## config.mk

```make
export PLATFORM = sky130hd
export DESIGN_NAME = segment_display_marquee
export DESIGN_NICKNAME = d
export VERILOG_FILES = /design/src/hw/rtl/sdm_pkg.sv /design/src/hw/rtl/segment_display_marquee.sv /design/src/hw/rtl/sdm_queue.sv /design/src/hw/rtl/sdm_front.sv /design/src/hw/rtl/sdm_back.sv
export VERILOG_INCLUDE_DIRS = /design/src /design/src/hw/rtl
export SDC_FILE = /design/constraint.sdc
export NUM_CORES = 1
export LEC_CHECK = 0
export BUFFER_PORTS_ARGS = -buffer_cell sky130_fd_sc_hd__buf_2
export CORE_ASPECT_RATIO = 0.7
export CORE_MARGIN = 4
export CORE_UTILIZATION = 45
export CTS_BUF_LIST = sky130_fd_sc_hd__clkbuf_4
export CTS_CLUSTER_DIAMETER = 150
export CTS_CLUSTER_SIZE = 14
export DETAILED_ROUTE_END_ITERATION = 12
export SKIP_LAST_GASP = 1
export SYNTH_ARGS = -nofsm -noshare
export SYNTH_HDL_FRONTEND = slang
export SYNTH_HIERARCHICAL = 1
export SYNTH_SLANG_ARGS = --single-unit
```

## constraint.sdc

```tcl
create_clock -name clock -period 6 [get_ports clock]
set_clock_uncertainty 0.2 [all_clocks]
set_input_delay 1.2 -clock clock [delete_from_list [all_inputs] [get_ports clock]]
set_output_delay 1.2 -clock clock [all_outputs]
set_load 0.1 [all_outputs]
```

## src/hw/rtl/segment_display_marquee_macros.svh

```systemverilog
// Assertion macros shared by the marquee RTL files.
`ifndef SEGMENT_DISPLAY_MARQUEE_MACROS_SVH
`define SEGMENT_DISPLAY_MARQUEE_MACROS_SVH
`ifndef ASSERT_OFF
`define SDM_ASSERT_IMP(lbl, ante, cons, msg) \
   lbl: assert property (@(posedge clock) disable iff (reset) (ante) |-> (cons)) else $error(msg);
`define SDM_ASSERT_NXT(lbl, ante, cons, msg) \
   lbl: assert property (@(posedge clock) disable iff (reset) (ante) |=> (cons)) else $error(msg);
`else
`define SDM_ASSERT_IMP(lbl, ante, cons, msg)
`define SDM_ASSERT_NXT(lbl, ante, cons, msg)
`endif
`endif

```

## src/hw/rtl/sdm_pkg.sv

```systemverilog
// Types, codes and constants shared by the marquee modules.
package sdm_pkg;

   localparam int LINE_LENGTH = 64;
   localparam int MAX_DIGITS  = 8;
   localparam int STORE_DEPTH = LINE_LENGTH + 1;
   localparam int STORE_AW    = $clog2(STORE_DEPTH);
   localparam int POS_W       = $clog2(LINE_LENGTH + MAX_DIGITS + 1);
   localparam int SCAN_W      = $clog2(MAX_DIGITS + 3);
   localparam int DIGIT_W     = 3;
   localparam int QUEUE_DEPTH = 4;
   localparam int QPTR_W      = $clog2(QUEUE_DEPTH);
   localparam int QCNT_W      = $clog2(QUEUE_DEPTH + 1);

   localparam logic [7:0] CHAR_NL    = 8'h0A;
   localparam logic [7:0] CHAR_CR    = 8'h0D;
   localparam logic [7:0] CHAR_SPACE = 8'h20;
   localparam logic [7:0] CHAR_NUL   = 8'h00;

   localparam logic [1:0] FUNC_BYTE = 2'd0;
   localparam logic [1:0] FUNC_TICK = 2'd1;
   localparam logic [1:0] FUNC_STOP = 2'd2;

   localparam logic [1:0] CSR_CHAR_DELAY    = 2'd0;
   localparam logic [1:0] CSR_END_DELAY     = 2'd1;
   localparam logic [1:0] CSR_DIGITS_IN_USE = 2'd2;

   localparam logic [15:0] CHAR_DELAY_RST = 16'd1000;
   localparam logic [15:0] END_DELAY_RST  = 16'd0;
   localparam logic [3:0]  DIGITS_RST     = 4'd4;

   typedef enum logic [1:0] {
      OP_BYTE,
      OP_NEWLINE,
      OP_TICK,
      OP_STOP
   } op_type;

   typedef enum logic [2:0] {
      ST_IDLE,
      ST_TERM,
      ST_SCAN,
      ST_DECIDE,
      ST_EMIT
   } back_state_type;

   typedef struct packed {
      op_type     op;
      logic [7:0] char_val;
   } cmd_type;

   typedef struct packed {
      logic [1:0] func;
      logic [7:0] char_in;
   } req_type;

   typedef struct packed {
      logic [DIGIT_W-1:0] digit_index;
      logic [7:0]         char_out;
      logic               last_digit;
      logic               still_running;
   } rsp_type;

endpackage

```

## src/hw/rtl/segment_display_marquee.sv

```systemverilog
// A byte word is written to the store and then followed by its terminator (ST_TERM); a newline
// or stop word is written when it is taken. A tick that ends the delay starts an update: the
// back end walks the store one read a cycle, n + 2 reads (n = digits in use), decides, then
// sends one digit word per cycle while the output is free, until the last digit word is sent.
// Throughput: one word a cycle into the queue while it has room; an update holds the back end.
// Reset is synchronous; it empties the line store at once through its valid bits.
module segment_display_marquee (
   input  logic             clock,
   input  logic             reset,
   input  logic             req_valid,
   output logic             req_ready,
   input  sdm_pkg::req_type req_data,
   output logic             rsp_valid,
   input  logic             rsp_ready,
   output sdm_pkg::rsp_type rsp_data,
   input  logic             csr_we,
   input  logic [1:0]       csr_index,
   input  logic [15:0]      csr_wdata
);

   logic             fr_valid;
   logic             fr_ready;
   sdm_pkg::cmd_type fr_cmd;
   logic             q_valid;
   logic             q_pop;
   sdm_pkg::cmd_type q_cmd;

   sdm_front u_front (
      .clock     (clock),
      .reset     (reset),
      .req_valid (req_valid),
      .req_ready (req_ready),
      .req_data  (req_data),
      .cmd_valid (fr_valid),
      .cmd_ready (fr_ready),
      .cmd_data  (fr_cmd)
   );

   sdm_queue u_queue (
      .clock      (clock),
      .reset      (reset),
      .push_valid (fr_valid),
      .push_ready (fr_ready),
      .push_data  (fr_cmd),
      .pop_valid  (q_valid),
      .pop        (q_pop),
      .pop_data   (q_cmd)
   );

   sdm_back u_back (
      .clock     (clock),
      .reset     (reset),
      .cmd_valid (q_valid),
      .cmd_data  (q_cmd),
      .cmd_pop   (q_pop),
      .csr_we    (csr_we),
      .csr_index (csr_index),
      .csr_wdata (csr_wdata),
      .rsp_valid (rsp_valid),
      .rsp_ready (rsp_ready),
      .rsp_data  (rsp_data)
   );

endmodule

```

## src/hw/rtl/sdm_queue.sv

```systemverilog
// Small command queue between the marquee front end and back end.
module sdm_queue (
   input  logic             clock,
   input  logic             reset,
   input  logic             push_valid,
   output logic             push_ready,
   input  sdm_pkg::cmd_type push_data,
   output logic             pop_valid,
   input  logic             pop,
   output sdm_pkg::cmd_type pop_data
);

   sdm_pkg::cmd_type entry_ff [sdm_pkg::QUEUE_DEPTH];
   logic [sdm_pkg::QPTR_W-1:0] wr_ptr_ff, wr_ptr_in;
   logic [sdm_pkg::QPTR_W-1:0] rd_ptr_ff, rd_ptr_in;
   logic [sdm_pkg::QCNT_W-1:0] count_ff, count_in;
   logic do_push;
   logic do_pop;

   assign push_ready = (count_ff != sdm_pkg::QCNT_W'(sdm_pkg::QUEUE_DEPTH));
   assign pop_valid  = (count_ff != '0);
   assign pop_data   = entry_ff[rd_ptr_ff];
   assign do_push    = push_valid && push_ready;
   assign do_pop     = pop && pop_valid;

   always_comb begin
      wr_ptr_in = wr_ptr_ff;
      rd_ptr_in = rd_ptr_ff;
      if (do_push) begin
         wr_ptr_in = (wr_ptr_ff == sdm_pkg::QPTR_W'(sdm_pkg::QUEUE_DEPTH - 1)) ?
                     '0 : wr_ptr_ff + sdm_pkg::QPTR_W'(1);
      end
      if (do_pop) begin
         rd_ptr_in = (rd_ptr_ff == sdm_pkg::QPTR_W'(sdm_pkg::QUEUE_DEPTH - 1)) ?
                     '0 : rd_ptr_ff + sdm_pkg::QPTR_W'(1);
      end
      count_in = count_ff;
      if (do_push && !do_pop) begin
         count_in = count_ff + sdm_pkg::QCNT_W'(1);
      end else if (do_pop && !do_push) begin
         count_in = count_ff - sdm_pkg::QCNT_W'(1);
      end
   end

   always_ff @(posedge clock) begin
      if (reset) begin
         wr_ptr_ff <= '0;
         rd_ptr_ff <= '0;
         count_ff  <= '0;
      end else begin
         wr_ptr_ff <= wr_ptr_in;
         rd_ptr_ff <= rd_ptr_in;
         count_ff  <= count_in;
      end
   end

   always_ff @(posedge clock) begin
      if (do_push) begin
         entry_ff[wr_ptr_ff] <= push_data;
      end
   end

`include "segment_display_marquee_macros.svh"

   `SDM_ASSERT_IMP(a_empty_ptrs, count_ff == '0, rd_ptr_ff == wr_ptr_ff, "queue empty but pointers differ")

endmodule

```

## src/hw/rtl/sdm_front.sv

```systemverilog
// Front end: takes request words and turns them into back-end commands.
module sdm_front (
   input  logic             clock,
   input  logic             reset,
   input  logic             req_valid,
   output logic             req_ready,
   input  sdm_pkg::req_type req_data,
   output logic             cmd_valid,
   input  logic             cmd_ready,
   output sdm_pkg::cmd_type cmd_data
);

   logic             fr_valid_ff, fr_valid_in;
   sdm_pkg::cmd_type fr_cmd_ff, fr_cmd_in;
   logic             keep;
   sdm_pkg::cmd_type decoded;

   assign req_ready = !fr_valid_ff || cmd_ready;
   assign cmd_valid = fr_valid_ff;
   assign cmd_data  = fr_cmd_ff;

   // Carriage returns and the unused function code produce no command.
   always_comb begin
      keep             = 1'b1;
      decoded.op       = sdm_pkg::OP_BYTE;
      decoded.char_val = req_data.char_in;
      case (req_data.func)
         sdm_pkg::FUNC_BYTE: begin
            if (req_data.char_in == sdm_pkg::CHAR_NL) begin
               decoded.op = sdm_pkg::OP_NEWLINE;
            end else if (req_data.char_in == sdm_pkg::CHAR_CR) begin
               keep = 1'b0;
            end
         end
         sdm_pkg::FUNC_TICK: decoded.op = sdm_pkg::OP_TICK;
         sdm_pkg::FUNC_STOP: decoded.op = sdm_pkg::OP_STOP;
         default: keep = 1'b0;
      endcase
   end

   always_comb begin
      fr_valid_in = fr_valid_ff && !cmd_ready;
      fr_cmd_in   = fr_cmd_ff;
      if (req_valid && req_ready) begin
         fr_valid_in = keep;
         fr_cmd_in   = decoded;
      end
   end

   always_ff @(posedge clock) begin
      if (reset) begin
         fr_valid_ff <= 1'b0;
      end else begin
         fr_valid_ff <= fr_valid_in;
      end
   end

   always_ff @(posedge clock) begin
      fr_cmd_ff <= fr_cmd_in;
   end

endmodule

```

## src/hw/rtl/sdm_back.sv

```systemverilog
// Back end: line store, scroll state, update scan and per-digit output.
module sdm_back (
   input  logic             clock,
   input  logic             reset,
   input  logic             cmd_valid,
   input  sdm_pkg::cmd_type cmd_data,
   output logic             cmd_pop,
   input  logic             csr_we,
   input  logic [1:0]       csr_index,
   input  logic [15:0]      csr_wdata,
   output logic             rsp_valid,
   input  logic             rsp_ready,
   output sdm_pkg::rsp_type rsp_data
);

   localparam int PW = sdm_pkg::POS_W;
   localparam int SW = sdm_pkg::SCAN_W;
   localparam int DW = sdm_pkg::DIGIT_W;

   // Configuration registers.
   logic [15:0] char_delay_ff, char_delay_in;
   logic [15:0] end_delay_ff, end_delay_in;
   logic [3:0]  digits_ff, digits_in;

   sdm_pkg::back_state_type state_ff, state_in;

   logic [PW-1:0] wr_idx_ff, wr_idx_in;
   logic [PW-1:0] rd_idx_ff, rd_idx_in;
   logic          running_ff, running_in;
   logic          blanking_ff, blanking_in;
   logic [15:0]   countdown_ff, countdown_in;

   logic [SW-1:0] issue_cnt_ff, issue_cnt_in;
   logic          rd_valid_ff;
   logic [SW-1:0] rd_tag_ff;
   logic [7:0]    mem_q_ff;
   logic          mem_hit_ff;
   logic [7:0]    text0_ff, text0_in;
   logic [7:0]    prev_ff, prev_in;
   logic [7:0]    first_ff, first_in;
   logic          blink_ok_ff, blink_ok_in;
   logic          zero_seen_ff, zero_seen_in;
   logic          blink_ff, blink_in;
   logic [DW-1:0] emit_cnt_ff, emit_cnt_in;
   logic          rsp_valid_ff, rsp_valid_in;
   sdm_pkg::rsp_type rsp_data_ff, rsp_data_in;
   logic [7:0]    window_ff [sdm_pkg::MAX_DIGITS];

   // Line store with one valid bit per entry; an entry never written reads as zero.
   logic [7:0]                     store_mem [sdm_pkg::STORE_DEPTH];
   logic [sdm_pkg::STORE_DEPTH-1:0] vld_ff;

   logic                    mem_we;
   logic [PW-1:0]           mem_waddr;
   logic [7:0]              mem_wdata;
   logic                    rd_en;
   logic [PW-1:0]           rd_addr;
   logic                    rd_oob;
   logic [sdm_pkg::STORE_AW-1:0] rd_sel;
   logic [7:0]              rd_char;

   logic          win_we;
   logic [DW-1:0] win_idx;
   logic [7:0]    win_data;

   logic [3:0]    digit_cnt;
   logic [SW-1:0] scan_last;
   logic [PW-1:0] scan_addr;
   logic          scan_done;
   logic [15:0]   cd_dec;
   logic          rsp_free;
   logic          emit_last;
   logic          byte_fits;

   logic          first_zero;
   logic [15:0]   base_delay;
   logic [15:0]   quarter;
   logic          blink_now;
   logic          stop_now;
   logic [15:0]   delay_new;

   assign digit_cnt = (digits_ff == 4'd0) ? 4'd1 :
                      (digits_ff > 4'(sdm_pkg::MAX_DIGITS)) ? 4'(sdm_pkg::MAX_DIGITS) :
                      digits_ff;
   assign scan_last = SW'(digit_cnt) + SW'(1);
   assign scan_addr = (issue_cnt_ff == '0) ? '0 :
                      rd_idx_ff + PW'(issue_cnt_ff) - PW'(2);
   assign scan_done = rd_valid_ff && (rd_tag_ff == scan_last);
   assign cd_dec    = (countdown_ff == 16'd0) ? 16'd0 : countdown_ff - 16'd1;
   assign rsp_free  = !rsp_valid_ff || rsp_ready;
   assign emit_last = ({1'b0, emit_cnt_ff} == (digit_cnt - 4'd1));
   assign byte_fits = (wr_idx_ff < PW'(sdm_pkg::LINE_LENGTH));
   assign rd_char   = mem_hit_ff ? mem_q_ff : sdm_pkg::CHAR_NUL;

   assign rd_oob = (rd_addr > PW'(sdm_pkg::LINE_LENGTH));
   assign rd_sel = rd_oob ? '0 : rd_addr[sdm_pkg::STORE_AW-1:0];

   // Decision made once the window has been scanned.
   assign first_zero = (first_ff == sdm_pkg::CHAR_NUL);
   assign base_delay = first_zero ? end_delay_ff : char_delay_ff;
   assign quarter    = base_delay >> 2;
   assign blink_now  = !blanking_ff && !first_zero && (rd_idx_ff != '0) && blink_ok_ff;
   assign stop_now   = first_zero &&
                       ((end_delay_ff == 16'd0) || (text0_ff == sdm_pkg::CHAR_NUL));
   assign delay_new  = (blink_now != blanking_ff) ?
                       (blink_now ? quarter : base_delay - quarter) : base_delay;

   assign rsp_valid = rsp_valid_ff;
   assign rsp_data  = rsp_data_ff;

   always_comb begin
      char_delay_in = char_delay_ff;
      end_delay_in  = end_delay_ff;
      digits_in     = digits_ff;
      if (csr_we) begin
         case (csr_index)
            sdm_pkg::CSR_CHAR_DELAY:    char_delay_in = csr_wdata;
            sdm_pkg::CSR_END_DELAY:     end_delay_in  = csr_wdata;
            sdm_pkg::CSR_DIGITS_IN_USE: digits_in     = csr_wdata[3:0];
            default: ;
         endcase
      end
   end

   // Next state.
   always_comb begin
      state_in = state_ff;
      case (state_ff)
         sdm_pkg::ST_IDLE: begin
            if (cmd_valid) begin
               if ((cmd_data.op == sdm_pkg::OP_BYTE) && byte_fits) begin
                  state_in = sdm_pkg::ST_TERM;
               end else if ((cmd_data.op == sdm_pkg::OP_TICK) && running_ff &&
                            (cd_dec == 16'd0)) begin
                  state_in = sdm_pkg::ST_SCAN;
               end
            end
         end
         sdm_pkg::ST_TERM:   state_in = sdm_pkg::ST_IDLE;
         sdm_pkg::ST_SCAN: begin
            if (scan_done) begin
               state_in = sdm_pkg::ST_DECIDE;
            end
         end
         sdm_pkg::ST_DECIDE: state_in = sdm_pkg::ST_EMIT;
         sdm_pkg::ST_EMIT: begin
            if (rsp_free && emit_last) begin
               state_in = sdm_pkg::ST_IDLE;
            end
         end
         default: state_in = sdm_pkg::ST_IDLE;
      endcase
   end

   // Datapath controls and register next values.
   always_comb begin
      cmd_pop      = 1'b0;
      mem_we       = 1'b0;
      mem_waddr    = wr_idx_ff;
      mem_wdata    = sdm_pkg::CHAR_NUL;
      rd_en        = 1'b0;
      rd_addr      = scan_addr;
      win_we       = 1'b0;
      win_idx      = DW'(rd_tag_ff - SW'(2));
      win_data     = sdm_pkg::CHAR_SPACE;
      wr_idx_in    = wr_idx_ff;
      rd_idx_in    = rd_idx_ff;
      running_in   = running_ff;
      blanking_in  = blanking_ff;
      countdown_in = countdown_ff;
      issue_cnt_in = issue_cnt_ff;
      text0_in     = text0_ff;
      prev_in      = prev_ff;
      first_in     = first_ff;
      blink_ok_in  = blink_ok_ff;
      zero_seen_in = zero_seen_ff;
      blink_in     = blink_ff;
      emit_cnt_in  = emit_cnt_ff;
      rsp_valid_in = rsp_valid_ff && !rsp_ready;
      rsp_data_in  = rsp_data_ff;
      case (state_ff)
         sdm_pkg::ST_IDLE: begin
            if (cmd_valid) begin
               cmd_pop = 1'b1;
               case (cmd_data.op)
                  sdm_pkg::OP_BYTE: begin
                     // A full line drops the byte; a byte that fits gets its terminator next cycle.
                     if (byte_fits) begin
                        mem_we    = 1'b1;
                        mem_wdata = cmd_data.char_val;
                     end
                  end
                  sdm_pkg::OP_NEWLINE: begin
                     mem_we    = 1'b1;
                     wr_idx_in = '0;
                     if (!running_ff) begin
                        running_in   = 1'b1;
                        blanking_in  = 1'b0;
                        rd_idx_in    = '0;
                        countdown_in = char_delay_ff;
                     end
                  end
                  sdm_pkg::OP_STOP: begin
                     mem_we    = 1'b1;
                     mem_waddr = '0;
                     wr_idx_in = '0;
                     rd_idx_in = '0;
                  end
                  sdm_pkg::OP_TICK: begin
                     if (running_ff) begin
                        countdown_in = cd_dec;
                        issue_cnt_in = '0;
                        blink_ok_in  = 1'b1;
                        zero_seen_in = 1'b0;
                     end
                  end
                  default: ;
               endcase
            end
         end
         sdm_pkg::ST_TERM: begin
            mem_we    = 1'b1;
            mem_waddr = wr_idx_ff + PW'(1);
            wr_idx_in = wr_idx_ff + PW'(1);
            rd_idx_in = '0;
         end
         sdm_pkg::ST_SCAN: begin
            // Reads go out as store[0], the character before the window, then the window.
            if (issue_cnt_ff <= scan_last) begin
               rd_en        = 1'b1;
               issue_cnt_in = issue_cnt_ff + SW'(1);
            end
            if (rd_valid_ff) begin
               if (rd_tag_ff == SW'(0)) begin
                  text0_in = rd_char;
               end else if (rd_tag_ff == SW'(1)) begin
                  prev_in = rd_char;
               end else begin
                  win_we       = 1'b1;
                  win_data     = (zero_seen_ff || (rd_char == sdm_pkg::CHAR_NUL)) ?
                                 sdm_pkg::CHAR_SPACE : rd_char;
                  zero_seen_in = zero_seen_ff || (rd_char == sdm_pkg::CHAR_NUL);
                  blink_ok_in  = blink_ok_ff && (rd_char != sdm_pkg::CHAR_NUL) &&
                                 (rd_char == prev_ff);
                  prev_in      = rd_char;
                  if (rd_tag_ff == SW'(2)) begin
                     first_in = rd_char;
                  end
               end
            end
         end
         sdm_pkg::ST_DECIDE: begin
            blink_in    = blink_now;
            blanking_in = blink_now;
            running_in  = running_ff && !stop_now;
            emit_cnt_in = '0;
            if (first_zero) begin
               rd_idx_in = '0;
            end else if (!blink_now) begin
               rd_idx_in = rd_idx_ff + PW'(1);
            end
            if (running_ff && !stop_now) begin
               countdown_in = delay_new;
            end
         end
         sdm_pkg::ST_EMIT: begin
            if (rsp_free) begin
               rsp_valid_in              = 1'b1;
               rsp_data_in.digit_index   = emit_cnt_ff;
               rsp_data_in.char_out      = blink_ff ? sdm_pkg::CHAR_SPACE :
                                           window_ff[emit_cnt_ff];
               rsp_data_in.last_digit    = emit_last;
               rsp_data_in.still_running = running_ff;
               emit_cnt_in               = emit_cnt_ff + DW'(1);
            end
         end
         default: ;
      endcase
   end

   always_ff @(posedge clock) begin
      if (reset) begin
         char_delay_ff <= sdm_pkg::CHAR_DELAY_RST;
         end_delay_ff  <= sdm_pkg::END_DELAY_RST;
         digits_ff     <= sdm_pkg::DIGITS_RST;
         state_ff      <= sdm_pkg::ST_IDLE;
         wr_idx_ff     <= '0;
         rd_idx_ff     <= '0;
         running_ff    <= 1'b0;
         blanking_ff   <= 1'b0;
         countdown_ff  <= '0;
         issue_cnt_ff  <= '0;
         rd_valid_ff   <= 1'b0;
         emit_cnt_ff   <= '0;
         rsp_valid_ff  <= 1'b0;
         vld_ff        <= '0;
      end else begin
         char_delay_ff <= char_delay_in;
         end_delay_ff  <= end_delay_in;
         digits_ff     <= digits_in;
         state_ff      <= state_in;
         wr_idx_ff     <= wr_idx_in;
         rd_idx_ff     <= rd_idx_in;
         running_ff    <= running_in;
         blanking_ff   <= blanking_in;
         countdown_ff  <= countdown_in;
         issue_cnt_ff  <= issue_cnt_in;
         rd_valid_ff   <= rd_en;
         emit_cnt_ff   <= emit_cnt_in;
         rsp_valid_ff  <= rsp_valid_in;
         if (mem_we) begin
            vld_ff[mem_waddr[sdm_pkg::STORE_AW-1:0]] <= 1'b1;
         end
      end
   end

   always_ff @(posedge clock) begin
      rd_tag_ff    <= issue_cnt_ff;
      text0_ff     <= text0_in;
      prev_ff      <= prev_in;
      first_ff     <= first_in;
      blink_ok_ff  <= blink_ok_in;
      zero_seen_ff <= zero_seen_in;
      blink_ff     <= blink_in;
      rsp_data_ff  <= rsp_data_in;
      if (win_we) begin
         window_ff[win_idx] <= win_data;
      end
   end

   always_ff @(posedge clock) begin
      if (mem_we) begin
         store_mem[mem_waddr[sdm_pkg::STORE_AW-1:0]] <= mem_wdata;
      end
      if (rd_en) begin
         mem_q_ff   <= store_mem[rd_sel];
         mem_hit_ff <= vld_ff[rd_sel] && !rd_oob;
      end
   end

`include "segment_display_marquee_macros.svh"

   `SDM_ASSERT_IMP(a_pop_idle, cmd_pop, state_ff == sdm_pkg::ST_IDLE, "command taken while busy")
   `SDM_ASSERT_IMP(a_read_in_scan, rd_valid_ff, state_ff == sdm_pkg::ST_SCAN, "read data outside scan")
   `SDM_ASSERT_IMP(a_pos_range, 1'b1, (rd_idx_ff <= PW'(sdm_pkg::LINE_LENGTH)) && (wr_idx_ff <= PW'(sdm_pkg::LINE_LENGTH)), "line position out of range")
   `SDM_ASSERT_NXT(a_last_word, (state_ff == sdm_pkg::ST_EMIT) && rsp_free && emit_last, rsp_valid_ff && rsp_data_ff.last_digit, "final digit word not flagged")

endmodule

```

* Word-level counts from Yosys, hierarchy flattened
Memory sizes are Yosys's and may differ from the RTL's. A register that Yosys moved wholly into a read port is not among the register bits.
Cells that the tools add are included.
** Word-level totals
- Register bits :: 200
- Input bits :: 33
- Memory bits (writable) :: 624
- Word-level logic and storage cells :: 282
- Output and inout port bits :: 15
- Memories kept :: 3
** Operators by class
- Order comparisons :: 7
- $add $sub $neg :: 15
- Multiplexer cells :: 106
- Bitwise logic cells :: 3
- Reductions and logical operators :: 75
- Equality and inequality tests :: 42
** Memories
- u_back.store_mem :: words 65, width 8, rd ports 1, clocked after Yosys merged registers in 1, wr ports 1, line sdm_back.sv:50 : logic [7:0] store_mem [sdm_pkg::STORE_DEPTH];
- u_back.window_ff :: words 8, width 8, rd ports 1, clocked after Yosys merged registers in 1, wr ports 1, line sdm_back.sv:47 : logic [7:0] window_ff [sdm_pkg::MAX_DIGITS];
- u_queue.entry_ff :: words 4, width 10, rd ports 1, clocked after Yosys merged registers in 1, wr ports 1, line sdm_queue.sv:13 : sdm_pkg::cmd_type entry_ff [sdm_pkg::QUEUE_DEPTH];
** Operators with widths (number)
- 2-to-1 mux 16 bit :: 8
- 2-to-1 mux 8 bit :: 10
- 2-to-1 mux 7 bit :: 10
- bitwise OR 65 bit :: 1
- one-hot mux 16 bit (2 select lines) :: 2
- zero test 16 bit :: 3
- one-hot mux 7 bit (2 select lines) :: 3
- 2-to-1 mux 1 bit :: 41
- zero test 8 bit :: 3
- 2-to-1 mux 3 bit :: 8
- 2-to-1 mux 4 bit :: 6
- logical AND 1 bit :: 21
- one-hot mux 7 bit (3 select lines) :: 1
- equality test 8 x 4 -> 1 bit, second input constant :: 2
- less-than comparator 7 x 8 -> 1 bit, second input constant :: 2
- != test 2 x 1 -> 1 bit, second input constant :: 8
- subtractor 16 x 1 -> 16 bit, second input constant :: 1
- subtractor 16 x 14 -> 16 bit :: 1
- AND reduction 5 bit :: 3
- adder 7 x 1 -> 7 bit, second input constant :: 2
- one-hot mux 1 bit (2 select lines) :: 7
- equality test 2 bit, second input constant :: 6
- zero test 4 bit :: 3
- != test 2 bit, second input constant :: 6
- 48 further kinds :: 90

* Longest topological paths before layout
- Word-level depth :: 9
- Depth in mapped cells :: 17
- Depth with buffers taken out :: 16

* Cells and area by module
Netlist, hierarchy kept.
** Modules (own cells, without submodules)
- sdm_back :: seq. area each 21991.1 µm², times used 1, area each 33878.7 µm², cells each 2776
- sdm_queue :: seq. area each 1381.3 µm², times used 1, area each 1919.3 µm², cells each 100
- sdm_front :: seq. area each 320.3 µm², times used 1, area each 450.4 µm², cells each 27

* Worst setup path before layout
Ideal clock, no wire load.
- Path kind :: reg-to-reg
- From :: reg u_back.first_ff[1]
- To :: reg u_back.countdown_ff[14]
- Setup time :: 0.131 ns
- Cell stages (with the launch flop) :: 17
- Path buffers :: 1
- Path slack :: 2.000 ns
- Arrival :: 3.669 ns
- Required time :: 5.669 ns
- Period minus slack after synthesis :: 4.000 ns
- Cell sequence :: edfxtp_1 nor4_1 nand2_1 clkbuf_1 mux2i_1 inv_1 ha_1 inv_1 fa_1 a21o_1 a21oi_1 o21ai_0 nand3_1 a31oi_1 or4b_2 a31oi_1 nor3_1
** On the way
- Word-level cells in the longest chain between the ends :: 9
- Elaborated cells between the ends (all ways) :: 17
- Classes of those cells :: add/sub: 1; eq/ne: 2; mux: 5; reduce/logical: 9
** Ends and longest elaborated chain
- from (decl) :: line sdm_back.sv:40 : logic [7:0] first_ff, first_in;
- from (signal assigned) :: line sdm_back.sv:321 : first_ff <= first_in;
- zero test 8 bit * :: line sdm_back.sv:99 : assign first_zero = (first_ff == sdm_pkg::CHAR_NUL);
- branches (longest 8 deep; another with subtractor 16 x 14 -> 16 bit)
- to (signal assigned) :: line sdm_back.sv:306 : countdown_ff <= countdown_in;
- to (decl) :: line sdm_back.sv:31 : logic [15:0] countdown_ff, countdown_in;
Every way passes the cells marked *. The select of a mux whose other input is x is not followed.
A chain may end at the register's enable or synchronous reset.

* Worst setup path in the final report
- From :: reg u_back.rd_idx_ff[3]
- To :: reg u_back.mem_q_ff[2] (read register of u_back.store_mem), data pin
** On the way
- Word-level cells in the longest chain between the ends :: 5
** Ends and longest elaborated chain
- from (decl) :: line sdm_back.sv:28 : logic [PW-1:0] rd_idx_ff, rd_idx_in;
- from (signal assigned) :: line sdm_back.sv:303 : rd_idx_ff <= rd_idx_in;
- adder 7 x 4 -> 7 bit * :: line sdm_back.sv:87 : rd_idx_ff + PW'(issue_cnt_ff) - PW'(2);
- subtractor 7 x 2 -> 7 bit * :: line sdm_back.sv:87
- 2-to-1 mux 7 bit * :: line sdm_back.sv:86 : assign scan_addr = (issue_cnt_ff == '0) ? '0 :
- > comparator 7 bit :: line sdm_back.sv:95 : assign rd_oob = (rd_addr > PW'(sdm_pkg::LINE_LENGTH));
- 2-to-1 mux 7 bit * :: line sdm_back.sv:96 : assign rd_sel = rd_oob ? '0 : rd_addr[sdm_pkg::STORE_AW-1:0];
- to (decl) :: line sdm_back.sv:36 : logic [7:0] mem_q_ff;
Every way passes the cells marked *; elsewhere a longest branch is shown, timed or not.

==> flow_metrics.tcl <==
set metrics [dict create \
    antenna_left 0 \
    whs_endpoint "u_back/rd_tag_ff[3]" \
    hold_path_class "reg2reg" \
    layout_commonest_cell "edfxtp_1" \
    n_fill_cell 6903 \
    synth_seq_area_share_pct 65.4 \
    ff_latch_area_um2 23700 \
    num_rows 86 \
    htree_levels 3 \
    multi_input_area_um2 11800 \
    layout-drive-gt1-share_pct 12.8 \
    netlist_area_um2 36200 \
    path_max_fanout 31 \
    slew_headroom_pct -7.36 \
    synth.distinct_cells 88 \
    finalMaxSlewViolations 2 \
    post-dp-hpwl_mm 69.7 \
    drv_cap 1 \
    cts_resized 0 \
    hold_viol_final 0 \
    io_buffers 47 \
    tns_ns 0 \
    drc 0 \
    drt_iter0_markers 3012 \
    post_cts_buffers 0 \
    period_share_pct 93.5 \
    nets 3039 \
    path_class "reg2reg" \
    setup-violations-final 0 \
    holdBufCountCts 0 \
    r2r-end "u_back/mem_q_ff[2]" \
    outcome "complete, but fails checks" \
    insertion_delay_ns 0.93 \
    gp_congestion 0.921 \
    worst_pin_slew_ns 1.57 \
    p_leak_nw 13.2 \
    endpoint_kind "flop" \
    dieArea_um2 85200 \
    die_y_um 245 \
    ys_async_sr_fraction_pct 0 \
    clk_pin_slew_ns 0.18 \
    vias 25000 \
    synthTopCellsByArea "edfxtp_1, dfxtp_1, nand2_1" \
    grt_pass1_vias 23500 \
    start_util_pct 45.7 \
    core_um2 79300 \
    grt_max_degree 99 \
    numCtsBuffers 70 \
    failed_checks "capacitance limit, slew limit" \
    cp.required_ns 6.53 \
    netlist_instances 2903 \
    routed_via_density 6.18 \
    ir_drop_mv 0.171 \
    fmax_mhz 178 \
    hold_path.startpoint "u_back/issue_cnt_ff[3]" \
    cts_max_path_buffers 3 \
    period_minus_slack_ns 5.61 \
    clock_sinks 842 \
    grt-ovfl-total 0 \
    start_kind "flop" \
    track_usage_pct 24.0 \
    antenna_found_initial 6 \
    drt_wl_total_mm 105 \
    clockRootBuffer "clkbuf_4" \
    synth_seq_cells 842 \
    rr_worst_depth 15 \
    syn2layout_area_growth_pct 7.17 \
    drtPass1Iterations 8 \
    die_w_um 347 \
    syn_nets 2991 \
    yosysWarningCount 6 \
    cts_tree "done" \
    synth_ff_type "edfxtp_1" \
    reg2reg_from "u_back/rd_idx_ff[3]" \
    grt_pass1_wl_mm 154 \
    num_io_pins 48 \
    synth_area_per_cell_um2 12.5 \
    worstPathArrival_ns 6.13 \
    powerDensity_nw_per_um2 327 \
    synth_edf_count 683 \
    synth_top_area_cell "edfxtp_1" \
    power_mw 12.7 \
    routedWlPerCell_um 26.0 \
    synth_top_area_share_pct 56.6 \
    min_delay_path_depth 0 \
    rrSetupSlack_ns 0.39 \
    rsz0062_at_grt "false" \
    final_cell_mix "edfxtp_1, nand2_1, nor2_1" \
]
[registers in the layout, summed over array words and instances (netlist names), 4 cells and up, named ones only]
signal and cells:
u_back/end_delay_ff 16, u_queue/entry_ff 40, u_back/window_ff 64, u_back/mem_q_ff 8, u_back/rd_tag_ff 4, u_back/wr_idx_ff 7
u_back/rd_idx_ff 7, u_back/prev_ff 8, u_back/vld_ff 65, u_back/char_delay_ff 16, u_front/cmd_data 10, u_back/store_mem 520
u_back/countdown_ff 16, u_back/digits_ff 4, u_back/text0_ff 8, u_back/issue_cnt_ff 4, u_back/rsp_data 13, u_back/first_ff 8
[cell usage after synthesis (13+ instances only)]
cell,n
and4_1,15
nand3_1,82
nand2_1,359
inv_1,61
o21ai_0,100
ha_1,52
dfxtp_1,159
and2_1,19
nor2_1,251
a21oi_1,216
xor2_1,22
mux2_2,57
mux2i_1,87
nand3b_1,17
nor4_1,24
nor3_1,45
clkbuf_1,102
nor2b_1,14
buf_1,18
xnor2_1,38
o31a_1,31
a311oi_1,13
nand4_1,40
buf_2,37
a211oi_1,62
mux4_2,30
edfxtp_1,683
a31oi_1,33
o22ai_1,33
[kinds of logic after synthesis]
group	Yosys count	synth area share, %
AND/OR/NAND/NOR	942	12.1
flip-flops	842	65.4
AO/OA/AOI/OAI	606	10.6
buffers and inverters	223	2.45
multiplexers	175	6.08
XOR/XNOR	60	1.45
adder cells (fa/ha/maj)	55	1.96
[metal layers]
| layer | wire [um] | vias to the layer above | GRT usage [%] |
|---|---|---|---|
| li1 | - | 11000 | - |
| met5 | 44 | - | 0 |
| met4 | 2170 | 6 | 4.95 |
| met3 | 13900 | 180 | 9.89 |
| met1 | 45900 | 12500 | 35.2 |
| met2 | 43100 | 1297 | 33.4 |
[worst max-delay path by stage]
stage	start	end	slack, ns	depth (start not counted)
4_1_cts	u_back/rd_idx_ff[3]	u_back/mem_q_ff[0]	0.83	14
2_1_floorplan	u_back/first_ff[1]	u_back/countdown_ff[14]	2.00	16
5_1_grt	u_back/rd_idx_ff[3]	u_back/mem_q_ff[2]	0.43	15
3_3_place_gp	u_back/issue_cnt_ff[3]	u_back/mem_q_ff[0]	0.83	14
6_report	u_back/rd_idx_ff[3]	u_back/mem_q_ff[2]	0.39	15
3_5_place_dp	u_back/issue_cnt_ff[3]	u_back/mem_q_ff[3]	0.78	14
[report_power, final]
part           switching, mW  total, mW  internal, mW
sequential             0.163       6.91          6.74
clock                   1.83       2.68         0.851
combinational           2.18       3.12         0.945
total                   4.17       12.7          8.54
[final cells by class]
type | instances | share of cell area [%]
antenna | 5 | 0.0322
clock buffer | 100 | 1.93
clock inverter | 6 | 0.248
inverter | 64 | 0.618
multi-input combinational | 1838 | 30.3
sequential | 842 | 61.0
tap | 1056 | 3.40
timing repair buffer | 135 | 2.44
[worst max-delay path, stage by stage (launching register included)]
cell,delay [ns]
dfxtp_1,0.39
inv_1,0.09
ha_1,0.28
inv_1,0.04
ha_1,0.37
o21ai_1,0.13
nor2_1,0.31
mux2i_4,0.78
buf_4,0.33
nand3_2,0.10
buf_4,0.26
a2111oi_0,1.34
o21ai_0,0.20
nand4b_1,0.28
a211o_1,0.19
a2bb2oi_1,0.07
[per-stage QoR]
stage | setup WS [ns] | instance area [um^2] | hold slack [ns] | instances | utilization, %
6_report | 0.392 | 38800 | 0.186 | 4046 | 49.0
5_1_grt | 0.431 | 38800 | 0.185 | 4046 | 49.0
4_1_cts | 0.825 | 38800 | 0.189 | 4041 | 49.0
3_5_place_dp | 0.777 | 38000 | 0.174 | 3935 | 47.9
3_3_place_gp | 0.831 | 38000 | 0.165 | 3935 | 47.9
2_1_floorplan | 2.00 | 36200 | 0.155 | 2903 | -
No activity file was read; power rests on OpenSTA's default activity.
